`src/hw/rtl/pct_pkg.sv`:
```
// pct_pkg: shared types, constants and character helpers for the percent codec.
// No dependencies; used by every module in hw/rtl.
`timescale 1ns / 1ps
`default_nettype none

package pct_pkg;

    // Character constants
    localparam logic [7:0] PCT_CHAR   = 8'h25;  // '%'
    localparam logic [7:0] DASH_CHAR  = 8'h2D;  // '-'
    localparam logic [7:0] DOT_CHAR   = 8'h2E;  // '.'
    localparam logic [7:0] UNDER_CHAR = 8'h5F;  // '_'
    localparam logic [7:0] TILDE_CHAR = 8'h7E;  // '~'
    localparam logic [3:0] NIBBLE_MASK = 4'hF;

    // Mode register codes
    localparam logic MODE_ENCODE = 1'b0;
    localparam logic MODE_DECODE = 1'b1;

    // Default depth of the command queue between front and back
    localparam int QUEUE_DEPTH = 2;

    // Input and output items
    typedef struct packed {
        logic [7:0] in_byte;
        logic       in_last;
    } t_in_item;

    typedef struct packed {
        logic [7:0] out_byte;
        logic       out_last;
    } t_out_item;

    // One command: one to three bytes, last flag applies to the final byte
    typedef struct packed {
        logic [1:0]      cnt;
        logic [2:0][7:0] bytes;
        logic            last;
    } t_cmd;

    // Decoder hold state
    typedef enum logic [2:0] {
        PEND_NONE  = 3'b001,
        PEND_PCT   = 3'b010,
        PEND_DIGIT = 3'b100
    } t_pend_state;

    function automatic logic is_unreserved(input logic [7:0] b);
        logic r;
        r = ((b >= 8'h41) && (b <= 8'h5A)) ||
            ((b >= 8'h61) && (b <= 8'h7A)) ||
            ((b >= 8'h30) && (b <= 8'h39)) ||
            (b == DASH_CHAR) || (b == DOT_CHAR) ||
            (b == UNDER_CHAR) || (b == TILDE_CHAR);
        return r;
    endfunction

    // Bit 4 set means not a hex digit; bits 3:0 hold the value otherwise
    function automatic logic [4:0] hex_value(input logic [7:0] b);
        logic [4:0] r;
        if ((b >= 8'h30) && (b <= 8'h39)) begin
            r = {1'b0, 4'(b - 8'h30)};
        end else if ((b >= 8'h41) && (b <= 8'h46)) begin
            r = {1'b0, 4'(b - 8'h37)};
        end else if ((b >= 8'h61) && (b <= 8'h66)) begin
            r = {1'b0, 4'(b - 8'h57)};
        end else begin
            r = 5'h10;
        end
        return r;
    endfunction

    // Uppercase hex digit for a nibble
    function automatic logic [7:0] hex_char(input logic [3:0] v);
        logic [7:0] r;
        if (v < 4'd10) begin
            r = 8'h30 + {4'h0, v};
        end else begin
            r = 8'h37 + {4'h0, v};
        end
        return r;
    endfunction

endpackage

`default_nettype wire

```
`src/hw/rtl/pct_front.sv`:
```
// pct_front: accepts input items, holds the mode register and the decoder
// escape state, and turns each item into a command of one to three bytes,
// or into none while a decode escape is held. Depends on pct_pkg.
`timescale 1ns / 1ps
`default_nettype none

module pct_front (
    input  wire               i_clk,
    input  wire               i_rst_n,
    input  wire               i_cfg_we,
    input  wire               i_cfg_wdata,
    input  wire               i_in_valid,
    output logic              o_in_ready,
    input  pct_pkg::t_in_item i_in_item,
    output logic              o_push,
    output pct_pkg::t_cmd     o_cmd,
    input  wire               i_q_ready
);

    logic                 r_mode;
    pct_pkg::t_pend_state r_state, n_state;
    logic [7:0]           r_digit, n_digit;

    logic       w_accept;
    logic [7:0] w_b;
    logic       w_last;
    logic       w_hold;
    logic [4:0] w_hex_in;
    logic [4:0] w_hex_held;

    assign o_in_ready = i_q_ready;
    assign w_accept   = i_in_valid && i_q_ready;
    assign w_b        = i_in_item.in_byte;
    assign w_last     = i_in_item.in_last;
    assign w_hold     = (w_b == pct_pkg::PCT_CHAR) && !w_last;
    assign w_hex_in   = pct_pkg::hex_value(w_b);
    assign w_hex_held = pct_pkg::hex_value(r_digit);

    // Classify the item: command bytes and next hold state
    always_comb begin
        n_state      = r_state;
        n_digit      = r_digit;
        o_cmd.cnt    = 2'd0;
        o_cmd.bytes  = '0;
        o_cmd.last   = w_last;
        if (r_mode == pct_pkg::MODE_ENCODE) begin
            if (pct_pkg::is_unreserved(w_b)) begin
                o_cmd.cnt      = 2'd1;
                o_cmd.bytes[0] = w_b;
            end else begin
                o_cmd.cnt      = 2'd3;
                o_cmd.bytes[0] = pct_pkg::PCT_CHAR;
                o_cmd.bytes[1] = pct_pkg::hex_char(w_b[7:4]);
                o_cmd.bytes[2] = pct_pkg::hex_char(w_b[3:0] & pct_pkg::NIBBLE_MASK);
            end
        end else begin
            unique case (r_state)
                pct_pkg::PEND_PCT: begin
                    if (!w_hex_in[4] && !w_last) begin
                        n_state = pct_pkg::PEND_DIGIT;
                        n_digit = w_b;
                    end else if (w_hold) begin
                        o_cmd.cnt      = 2'd1;
                        o_cmd.bytes[0] = pct_pkg::PCT_CHAR;
                    end else begin
                        n_state        = pct_pkg::PEND_NONE;
                        o_cmd.cnt      = 2'd2;
                        o_cmd.bytes[0] = pct_pkg::PCT_CHAR;
                        o_cmd.bytes[1] = w_b;
                    end
                end
                pct_pkg::PEND_DIGIT: begin
                    o_cmd.bytes[0] = pct_pkg::PCT_CHAR;
                    o_cmd.bytes[1] = r_digit;
                    if (!w_hex_in[4]) begin
                        n_state        = pct_pkg::PEND_NONE;
                        o_cmd.cnt      = 2'd1;
                        o_cmd.bytes[0] = {w_hex_held[3:0], w_hex_in[3:0]};
                    end else if (w_hold) begin
                        n_state   = pct_pkg::PEND_PCT;
                        o_cmd.cnt = 2'd2;
                    end else begin
                        n_state        = pct_pkg::PEND_NONE;
                        o_cmd.cnt      = 2'd3;
                        o_cmd.bytes[2] = w_b;
                    end
                end
                default: begin
                    if (w_hold) begin
                        n_state = pct_pkg::PEND_PCT;
                    end else begin
                        n_state        = pct_pkg::PEND_NONE;
                        o_cmd.cnt      = 2'd1;
                        o_cmd.bytes[0] = w_b;
                    end
                end
            endcase
            // End of string leaves nothing held
            if (w_last) begin
                n_state = pct_pkg::PEND_NONE;
            end
        end
    end

    assign o_push = w_accept && (o_cmd.cnt != 2'd0);

    // Mode register and hold state
    always_ff @(posedge i_clk) begin
        if (!i_rst_n) begin
            r_mode  <= pct_pkg::MODE_ENCODE;
            r_state <= pct_pkg::PEND_NONE;
        end else if (i_cfg_we) begin
            r_mode  <= i_cfg_wdata;
            r_state <= pct_pkg::PEND_NONE;
        end else if (w_accept) begin
            r_state <= n_state;
        end
    end

    // Held digit, payload only
    always_ff @(posedge i_clk) begin
        if (w_accept) begin
            r_digit <= n_digit;
        end
    end

    // Encode mode never holds a byte
    a_encode_no_hold: assert property (@(posedge i_clk) disable iff (!i_rst_n)
        (r_mode == pct_pkg::MODE_ENCODE) |-> (r_state == pct_pkg::PEND_NONE))
        else $error("front holds bytes in encode mode");

    // A final byte always yields output and leaves nothing held
    a_last_flush: assert property (@(posedge i_clk) disable iff (!i_rst_n)
        (w_accept && w_last) |-> (o_cmd.cnt != 2'd0))
        else $error("final byte produced no command");

    a_last_clear: assert property (@(posedge i_clk) disable iff (!i_rst_n)
        (w_accept && w_last) |=> (r_state == pct_pkg::PEND_NONE))
        else $error("hold state survived end of string");

endmodule

`default_nettype wire

```
`src/hw/rtl/pct_queue.sv`:
```
// pct_queue: small first-in first-out queue of commands between front and back.
// Depends on pct_pkg.
`timescale 1ns / 1ps
`default_nettype none

module pct_queue #(
    parameter int DEPTH = pct_pkg::QUEUE_DEPTH
) (
    input  wire           i_clk,
    input  wire           i_rst_n,
    input  wire           i_push,
    input  pct_pkg::t_cmd i_cmd,
    output logic          o_ready,
    input  wire           i_pop,
    output logic          o_valid,
    output pct_pkg::t_cmd o_cmd
);

    localparam int PW = (DEPTH > 1) ? $clog2(DEPTH) : 1;
    localparam int CW = $clog2(DEPTH + 1);
    localparam logic [PW-1:0] LAST_PTR = PW'(DEPTH - 1);
    localparam logic [CW-1:0] FULL_CNT = CW'(DEPTH);

    pct_pkg::t_cmd r_mem [DEPTH];
    logic [PW-1:0] r_wr_ptr, r_rd_ptr;
    logic [CW-1:0] r_count;

    assign o_ready = (r_count != FULL_CNT);
    assign o_valid = (r_count != '0);
    assign o_cmd   = r_mem[r_rd_ptr];

    // Storage
    always_ff @(posedge i_clk) begin
        if (i_push) begin
            r_mem[r_wr_ptr] <= i_cmd;
        end
    end

    // Pointers and fill count
    always_ff @(posedge i_clk) begin
        if (!i_rst_n) begin
            r_wr_ptr <= '0;
            r_rd_ptr <= '0;
            r_count  <= '0;
        end else begin
            if (i_push) begin
                r_wr_ptr <= (r_wr_ptr == LAST_PTR) ? '0 : r_wr_ptr + 1'b1;
            end
            if (i_pop) begin
                r_rd_ptr <= (r_rd_ptr == LAST_PTR) ? '0 : r_rd_ptr + 1'b1;
            end
            unique case ({i_push, i_pop})
                2'b10:   r_count <= r_count + 1'b1;
                2'b01:   r_count <= r_count - 1'b1;
                default: r_count <= r_count;
            endcase
        end
    end

    a_no_overflow: assert property (@(posedge i_clk) disable iff (!i_rst_n)
        i_push |-> o_ready)
        else $error("push into full queue");

    a_no_underflow: assert property (@(posedge i_clk) disable iff (!i_rst_n)
        i_pop |-> o_valid)
        else $error("pop from empty queue");

    a_count_range: assert property (@(posedge i_clk) disable iff (!i_rst_n)
        r_count <= FULL_CNT)
        else $error("queue count out of range");

endmodule

`default_nettype wire

```
`src/hw/rtl/pct_back.sv`:
```
// pct_back: takes commands from the queue and emits their bytes, one output
// item per cycle while output is ready, from a registered command. Uses pct_pkg.
`timescale 1ns / 1ps
`default_nettype none

module pct_back (
    input  wire                i_clk,
    input  wire                i_rst_n,
    input  wire                i_q_valid,
    input  pct_pkg::t_cmd      i_q_cmd,
    output logic               o_pop,
    output logic               o_out_valid,
    input  wire                i_out_ready,
    output pct_pkg::t_out_item o_out_item
);

    logic          r_busy;
    logic [1:0]    r_idx;
    pct_pkg::t_cmd r_cmd;

    logic w_at_end;
    logic w_take;

    assign w_at_end = (r_idx == (r_cmd.cnt - 2'd1));
    assign w_take   = r_busy && i_out_ready;
    assign o_pop    = i_q_valid && (!r_busy || (w_take && w_at_end));

    assign o_out_valid         = r_busy;
    assign o_out_item.out_byte = r_cmd.bytes[r_idx];
    assign o_out_item.out_last = r_cmd.last && w_at_end;

    // Busy flag and byte index
    always_ff @(posedge i_clk) begin
        if (!i_rst_n) begin
            r_busy <= 1'b0;
            r_idx  <= 2'd0;
        end else if (o_pop) begin
            r_busy <= 1'b1;
            r_idx  <= 2'd0;
        end else if (w_take) begin
            if (w_at_end) begin
                r_busy <= 1'b0;
                r_idx  <= 2'd0;
            end else begin
                r_idx <= r_idx + 2'd1;
            end
        end
    end

    // Current command, payload only
    always_ff @(posedge i_clk) begin
        if (o_pop) begin
            r_cmd <= i_q_cmd;
        end
    end

    a_idx_range: assert property (@(posedge i_clk) disable iff (!i_rst_n)
        r_busy |-> ((r_cmd.cnt != 2'd0) && (r_idx < r_cmd.cnt)))
        else $error("byte index past end of command");

    a_idx_step: assert property (@(posedge i_clk) disable iff (!i_rst_n)
        (w_take && !w_at_end) |=> (r_busy && (r_idx == $past(r_idx) + 2'd1)))
        else $error("byte index did not advance");

    a_idle_idx: assert property (@(posedge i_clk) disable iff (!i_rst_n)
        !r_busy |-> (r_idx == 2'd0))
        else $error("idle back end with nonzero index");

endmodule

`default_nettype wire

```
`src/hw/rtl/percent_codec_top.sv`:
```
// percent_codec_top: URI percent encoder/decoder, front classifier, command
// queue and byte emitter. Depends on pct_pkg, pct_front, pct_queue, pct_back.
//
//   Channel  Direction  Signals                                   Handshake
//   input    in         i_in_valid, o_in_ready, i_in_item         valid/ready
//   output   out        o_out_valid, i_out_ready, o_out_item      valid/ready
//   config   in         i_cfg_we, i_cfg_wdata (mode)              write enable
//
// The front takes one item per cycle while the queue has room; the back emits one
// output item per cycle while the output is ready; an item yields 0 to 3 bytes:
// none while an escape is held, 3 for an encoded byte, 1 to 3 for a broken escape.
// Each command is registered in the queue, then in the back, before it is output.
// Reset clears the mode to encode, the hold state, the queue and the emitter.
// An output stall fills the queue, then drops o_in_ready.
`timescale 1ns / 1ps
`default_nettype none

module percent_codec_top #(
    parameter int QUEUE_DEPTH = pct_pkg::QUEUE_DEPTH
) (
    input  wire                i_clk,
    input  wire                i_rst_n,
    input  wire                i_cfg_we,
    input  wire                i_cfg_wdata,
    input  wire                i_in_valid,
    output logic               o_in_ready,
    input  pct_pkg::t_in_item  i_in_item,
    output logic               o_out_valid,
    input  wire                i_out_ready,
    output pct_pkg::t_out_item o_out_item
);

    logic          w_push;
    logic          w_pop;
    logic          w_q_ready;
    logic          w_q_valid;
    pct_pkg::t_cmd w_front_cmd;
    pct_pkg::t_cmd w_q_cmd;

    pct_front u_front (
        .i_clk       (i_clk),
        .i_rst_n     (i_rst_n),
        .i_cfg_we    (i_cfg_we),
        .i_cfg_wdata (i_cfg_wdata),
        .i_in_valid  (i_in_valid),
        .o_in_ready  (o_in_ready),
        .i_in_item   (i_in_item),
        .o_push      (w_push),
        .o_cmd       (w_front_cmd),
        .i_q_ready   (w_q_ready)
    );

    pct_queue #(
        .DEPTH (QUEUE_DEPTH)
    ) u_queue (
        .i_clk   (i_clk),
        .i_rst_n (i_rst_n),
        .i_push  (w_push),
        .i_cmd   (w_front_cmd),
        .o_ready (w_q_ready),
        .i_pop   (w_pop),
        .o_valid (w_q_valid),
        .o_cmd   (w_q_cmd)
    );

    pct_back u_back (
        .i_clk       (i_clk),
        .i_rst_n     (i_rst_n),
        .i_q_valid   (w_q_valid),
        .i_q_cmd     (w_q_cmd),
        .o_pop       (w_pop),
        .o_out_valid (o_out_valid),
        .i_out_ready (i_out_ready),
        .o_out_item  (o_out_item)
    );

endmodule

`default_nettype wire
```
`config.mk`:
```
export PLATFORM = sky130hd
export DESIGN_NAME = percent_codec_top
export DESIGN_NICKNAME = d
export VERILOG_FILES = /design/src/hw/rtl/pct_pkg.sv /design/src/hw/rtl/pct_front.sv /design/src/hw/rtl/pct_queue.sv /design/src/hw/rtl/pct_back.sv /design/src/hw/rtl/percent_codec_top.sv
export SDC_FILE = /design/constraint.sdc
export NUM_CORES = 1
export LEC_CHECK = 0
export BUFFER_PORTS_ARGS = -buffer_cell sky130_fd_sc_hd__buf_2
export CAP_MARGIN = 10
export CORE_ASPECT_RATIO = 0.75
export CORE_MARGIN = 2
export CORE_UTILIZATION = 65
export CTS_BUF_LIST = sky130_fd_sc_hd__clkbuf_2
export DETAILED_ROUTE_END_ITERATION = 6
export PLACE_DENSITY = 0.84
export SETUP_SLACK_MARGIN = 0.4
export SYNTH_ARGS = -nofsm -noshare
export SYNTH_HDL_FRONTEND = slang
export SYNTH_SLANG_ARGS = --single-unit
export TNS_END_PERCENT = 20
```
`constraint.sdc`:
```
create_clock -name i_clk -period 6.5 [get_ports i_clk]
set_input_delay 0.975 -clock i_clk [delete_from_list [all_inputs] [get_ports i_clk]]
set_output_delay 0.975 -clock i_clk [all_outputs]
set_load 0.01 [all_outputs]
```
==> out/qor.csv, run 1 <==
metric,value,unit
status,"complete, no violations",
required,6.99,ns
crit_buf_inv,2,
synthAdderAreaFrac,3.49,%
overflow,0,
vias_per_cell,6.54,
critPathSlowestCell,or4b_4,
synth_xor_area_share,1.39,%
synth_edf_count,89,
path_cells,buf_2 -> inv_1 -> ha_1 -> or4b_4 -> a311oi_4 -> o22ai_2 -> o21ai_2 -> nand2_1 -> o211ai_1 -> ha_1 -> or3_1 -> a21boi_0,
synthMuxAreaShare,8.24,%
n_fill_cell,520,
leakage,1.82,nW
cts_buffers,9,
hp-class,reg -> reg,
dieHeight,80.2,um
startpoint_type,input pin,
r2r_setup_slack,3.51,ns
min_period,3.91,ns
post_cts.repair.setup_buffers,0,
ios,26,
yosysUniqueCellTypes,64,
grt_pass1_vias,3326,
num_rows,27,
synth_compound_area_share,15.2,%
drt_pass1_iterations,5,
cts_tree,built,
r2r-start,u_back.r_idx[1]$_SDFFE_PP0P_,
synth.avg_cell_area,12.3,sq um
rsz0062_at_grt,false,
drtIter0Drc,294,
yosys_register_bits,100,
clk_latency,0.55,ns
wl,11100,um
critPathKind,in -> reg,
netlist_instances,409,
vias,3514,
final_cell_mix,"89 x edfxtp_1, 31 x nand2_1, 27 x mux2_2, 25 x buf_2, 23 x nor2_1",
core_region_area,7430,sq um
seq_area_frac_synth,57.6,%
cp-end-kind,flop,
die_w,106,um
fin_crit_sh,60.1,%
h-tree-depth,3,
worst_pin_slew,0.815,ns
final_common_cell,edfxtp_1,
crit_top_cell,ha_1,
dp_slack,2.05,ns
drive_gt1_share,19.7,%
drv_cap,0,
multi_input_area,2000,sq um
dp_hpwl,7710,um
synth_top_family_by_area,compound AO/OA/AOI/OAI gates,
crit_start,i_in_item[2],
ys.warnings.count,0,
synth-async-reset-ratio,0,%
crit_family,compound AO/OA/AOI/OAI gates,
cts_num_sinks,100,
area_delta_synth_final,6.97,%
die_area,8460,sq um
port_buffers,25,
final-hold-violation-count,0,
critPathArrivalTime,4.40,ns
drc,0,
relSlewSlack,45.4,%
critPathMaxStageDelay,0.53,ns
netlist_area,5030,sq um
finish.utilization,72.3,%
grt_max_degree,31,
globalplace.congestion,0.951,
setup_viol,0,
setup_tns,0,ns
max_clock_freq,0.256,GHz
n_antenna_cell,0,
ff_latch_area,2890,sq um
synth_fp_nets,438,
power_density,295,nW/um^2
synth_ff_type,edfxtp_1,
finClkSkew,0.0240,ns
antenna_found_initial,0,
crit_fanout,15,
post_cts_resized,0,
ir_worst_vdd,179,uV
ant_nets,0,
cts_root_buffer,clkbuf_2,
worst_slack,2.59,ns
clk_path_buf_depth,2,
initial_utilization,67.6,%
cts_hold_buf,0,
grtUsageTotal,28.1,%
grt_pass1_wl,17600,um
fin_nets,460,
min_from,u_front.r_state[1]$_SDFFE_PP0P_,
drv_slew,0,
synth_simple_gate_area_share,11.5,%
wl_per_cell,20.7,um
path_clk_slew,0.26,ns
layout make-up:
class / instances / share of cell area [%]
repair buffers: 31 / 3.54
clock inverters: 7 / 1.28
multi-input cells: 276 / 37.3
clock buffers: 9 / 0.838
flip-flops and latches: 100 / 53.8
well taps: 101 / 2.35
inverters: 13 / 0.908
kinds of logic (layout without fill, tap and decap cells):
kind of cell,count (synthesis),count (layout)
xor gates and xnor gates,8,8
DFF,100,100
adders and majority gates,14,14
AOI/OAI and AO/OA,105,105
buffers and inverters,33,60
and+or+nand+nor,111,111
muxes,38,38
cells in the mapped netlist (9+ instances only):
cell type | n | area [sq um]
nor2_1 | 25 | 93.8
mux2i_1 | 11 | 110
nand2b_1 | 10 | 62.6
ha_1 | 14 | 175
inv_1 | 13 | 48.8
nor2b_1 | 9 | 56.3
dfxtp_1 | 11 | 220
clkbuf_1 | 16 | 60.1
a21oi_1 | 20 | 100
edfxtp_1 | 89 | 2670
nand2_1 | 31 | 116
o21ai_0 | 19 | 95.1
mux2_2 | 27 | 304
worst min-delay path, delay by kind of cell (launching register included):
kind	cells	cell delay [ns]
DFF	1	0.39
and+or+nand+nor	1	0.06
AOI/OAI and AO/OA	1	0.05
metrics by stage:
stage                     instance area (sq um)  power, mW  std cells  hold WS, ns
after floorplan                            5030       1.18        409        0.448
after global placement                     5240       1.28        520        0.463
after detailed placement                   5240       1.31        520        0.474
after CTS                                  5350       1.59        536        0.503
after global routing                       5380       1.67        537        0.544
final                                      5380       1.59        537        0.501
metal layers:
| layer | GRT usage [%] | up-vias | routed length [um] |
|---|---|---|---|
| li1 | - | 1615 | - |
| met1 | 38.5 | 1705 | 4770 |
| met2 | 44.1 | 178 | 5160 |
| met3 | 7.39 | 16 | 1010 |
| met4 | 9.61 | 0 | 168 |
| met5 | 0 | - | 0 |
worst paths after layout:
| kind | endpoint | cells past startpoint |
|---|---|---|
| worst min-delay path | u_front.r_state[1]$_SDFFE_PP0P_ | 2 |
| worst max register to register | u_queue.r_count[1]$_SDFFE_PN0P_ | 9 |
| worst max-delay path | u_queue.r_count[1]$_SDFFE_PN0P_ | 12 |
| worst min register to register | u_front.r_state[1]$_SDFFE_PP0P_ | 2 |
registers in the layout, indices dropped and copies added, names as in the netlist:
| name | count |
|---|---|
| u_front.r_digit | 8 |
| u_queue.r_wr_ptr | 1 |
| u_front.r_mode | 1 |
| u_queue.r_rd_ptr | 1 |
| u_queue.r_count | 2 |
| u_front.r_state | 3 |
| u_back.o_out_valid | 1 |
| u_back.r_cmd | 27 |
| u_back.r_idx | 2 |
| u_queue.r_mem | 54 |
power by group:
group | internal (mW) | switching (mW)
clock network | 0.0613 | 0.222
registers | 0.867 | 0.0534
logic | 0.160 | 0.225
total | 1.09 | 0.500
No activity file was read; power rests on OpenSTA's default activity.
==> run 2: changes to the inputs <==
Settings changed: CORE_UTILIZATION 65 to 63, PLACE_DENSITY 0.84 to 0.82.
Clock period 6.5 ns to 3.9 ns, I/O delays scaled along.
==> run 2 against run 1 <==
Against the previous run:
- routed wire length down 4.2%
- global-route usage down 1.8 points
- sequential share of layout area down 0.83 points
- first-iteration DRC count up 7.1%
- non-clock buffer count up 10
- clock-buffer cell count unchanged
- design area up 1.6%
- combinational power up 61%
- utilization down 2.4 points
- via count down 1.9%
- clock power up 66%
==> out/qor.csv, run 2 (synthesis gave the netlist of run 1 again) <==
metric,value,unit,change
status,"complete, no violations",,
cts_buffers,9,,unchanged
port_buffers,25,,unchanged
die_w,107,um,+1.5%
final_common_cell,edfxtp_1,,
fin_crit_sh,79.5,%,
crit_fanout,11,,-4
h-tree-depth,3,,unchanged
min_period,3.10,ns,
dp_hpwl,7800,um,+1.2%
hp-class,in -> reg,,
startpoint_type,input pin,,
post_cts_resized,0,,unchanged
drv_cap,0,,unchanged
drc,0,,unchanged
cts_root_buffer,clkbuf_2,,
ant_nets,0,,unchanged
drtIter0Drc,315,,+7.1%
ios,26,,unchanged
cts_tree,built,,
clk_latency,0.56,ns,about the same
grt_pass1_vias,3353,,+0.81%
die_area,8720,sq um,+3.0%
largest_reg_flops,54,,unchanged
finClkSkew,0.0261,ns,+0.00205 ns
globalplace.congestion,0.964,,+1.3%
wl,10600,um,-4.2%
setup_tns,0,ns,unchanged
overflow,0,,unchanged
worst_pin_slew,1.14,ns,+0.330 ns
fin_nets,470,,+2.2%
top_register,u_queue.r_mem,,
vias_per_cell,6.25,,-4.4%
n_antenna_cell,0,,unchanged
power_density,482,nW/um^2,+63%
final-hold-violation-count,0,,unchanged
dieHeight,81.4,um,+1.5%
critPathKind,in -> reg,,
grtUsageTotal,26.3,%,-1.8 points
required,4.42,ns,-2.57 ns
drive_gt1_share,21.5,%,+1.8 points
rsz0062_at_grt,false,,
p_total,2.63,mW,+66%
post_cts.repair.setup_buffers,0,,unchanged
initial_utilization,64.3,%,-3.3 points
final_cell_mix,"89 x edfxtp_1, 31 x nand2_1, 27 x mux2_2, 25 x buf_2, 23 x nor2_1",,
cts_num_sinks,100,,unchanged
cts_hold_buf,0,,unchanged
grt_pass1_wl,17200,um,-2.5%
max_clock_freq,0.322,GHz,
ir_worst_vdd,279,uV,+56%
drv_slew,0,,unchanged
relSlewSlack,23.6,%,-22 points
antenna_found_initial,0,,unchanged
area_delta_synth_final,8.64,%,
grt_max_degree,30,,-3.2%
core_region_area,7810,sq um,+5.1%
setup_viol,0,,unchanged
cp-end-kind,flop,,
num_rows,28,,+3.7%
wl_per_cell,19.3,um,-6.6%
critPathArrivalTime,3.62,ns,-0.78 ns
drt_pass1_iterations,5,,unchanged
top_regs,"u_queue.r_mem (54), u_back.r_cmd (27), u_front.r_digit (8)",,
leakage,1.87,nW,+2.9%
path_clk_slew,0.28,ns,+0.02 ns
vias,3446,,-1.9%
clk_path_buf_depth,2,,unchanged
run 2: final cells by class:
class	instances	area (sq um)
fillers	536	2350
inverters	13	48.8
well taps	105	131
flip-flops and latches	100	2890
repair buffers	41	268
clock inverters	7	70.1
multi-input cells	276	2000
clock buffers	9	45.0
run 2: critical path: stages:
cell      delay [ns]
buf_2           0.17
inv_1           0.15
ha_1            0.27
or4b_4          0.52
a311oi_4        0.36
o22ai_2         0.19
o21ai_2         0.15
nand2_1         0.14
o211ai_1        0.26
ha_1            0.30
or3_1           0.37
a21boi_0        0.15
run 2: per-layer routing:
layer / up-vias / routed length, um / global-route usage, % / share of wire (%)
li1: 1625 / - / - / -
met1: 1680 / 4890 / 37.0 / 46
met2: 124 / 4940 / 41.8 / 46
met3: 17 / 650 / 6.02 / 6.1
met4: 0 / 170 / 6.88 / 1.6
met5: - / 0 / 0 / 0
run 2: through the flow:
stage / hold WS (ns) / util [%] / setup WS [ns] / instance area, sq um / std cells
6_report: 0.267 / 69.9 / 0.799 / 5460 / 551
5_1_grt: 0.252 / 69.9 / 0.602 / 5460 / 551
4_1_cts: 0.227 / 69.8 / 0.862 / 5460 / 550
3_5_place_dp: 0.479 / 68.4 / 0.217 / 5340 / 534
3_3_place_gp: 0.462 / 68.4 / 0.317 / 5340 / 534
2_1_floorplan: 0.448 / - / 0.375 / 5030 / 409
run 2: worst paths after layout:
| check | startpoint | to | slack (ns) | depth (start not counted) |
|---|---|---|---|---|
| setup / recovery | i_in_item[1] | u_queue.r_count[1]$_SDFFE_PN0P_ | 0.80 | 12 |
| hold / removal | i_cfg_wdata | u_front.r_mode$_SDFFE_PN0P_ | 0.27 | 3 |
| setup reg to reg | u_front.r_state[0]$_SDFFE_PP1P_ | u_queue.r_count[1]$_SDFFE_PN0P_ | 1.22 | 9 |
| hold reg to reg | u_front.r_state[1]$_SDFFE_PP0P_ | u_front.r_state[1]$_SDFFE_PP0P_ | 0.51 | 2 |
run 2: power by group:
part | internal (mW) | switching [mW] | total, mW | leakage (nW)
clock | 0.105 | 0.367 | 0.472 | 0.0735
combinational | 0.272 | 0.346 | 0.618 | 0.881
sequential | 1.44 | 0.0999 | 1.54 | 0.919
total | 1.82 | 0.813 | 2.63 | 1.87
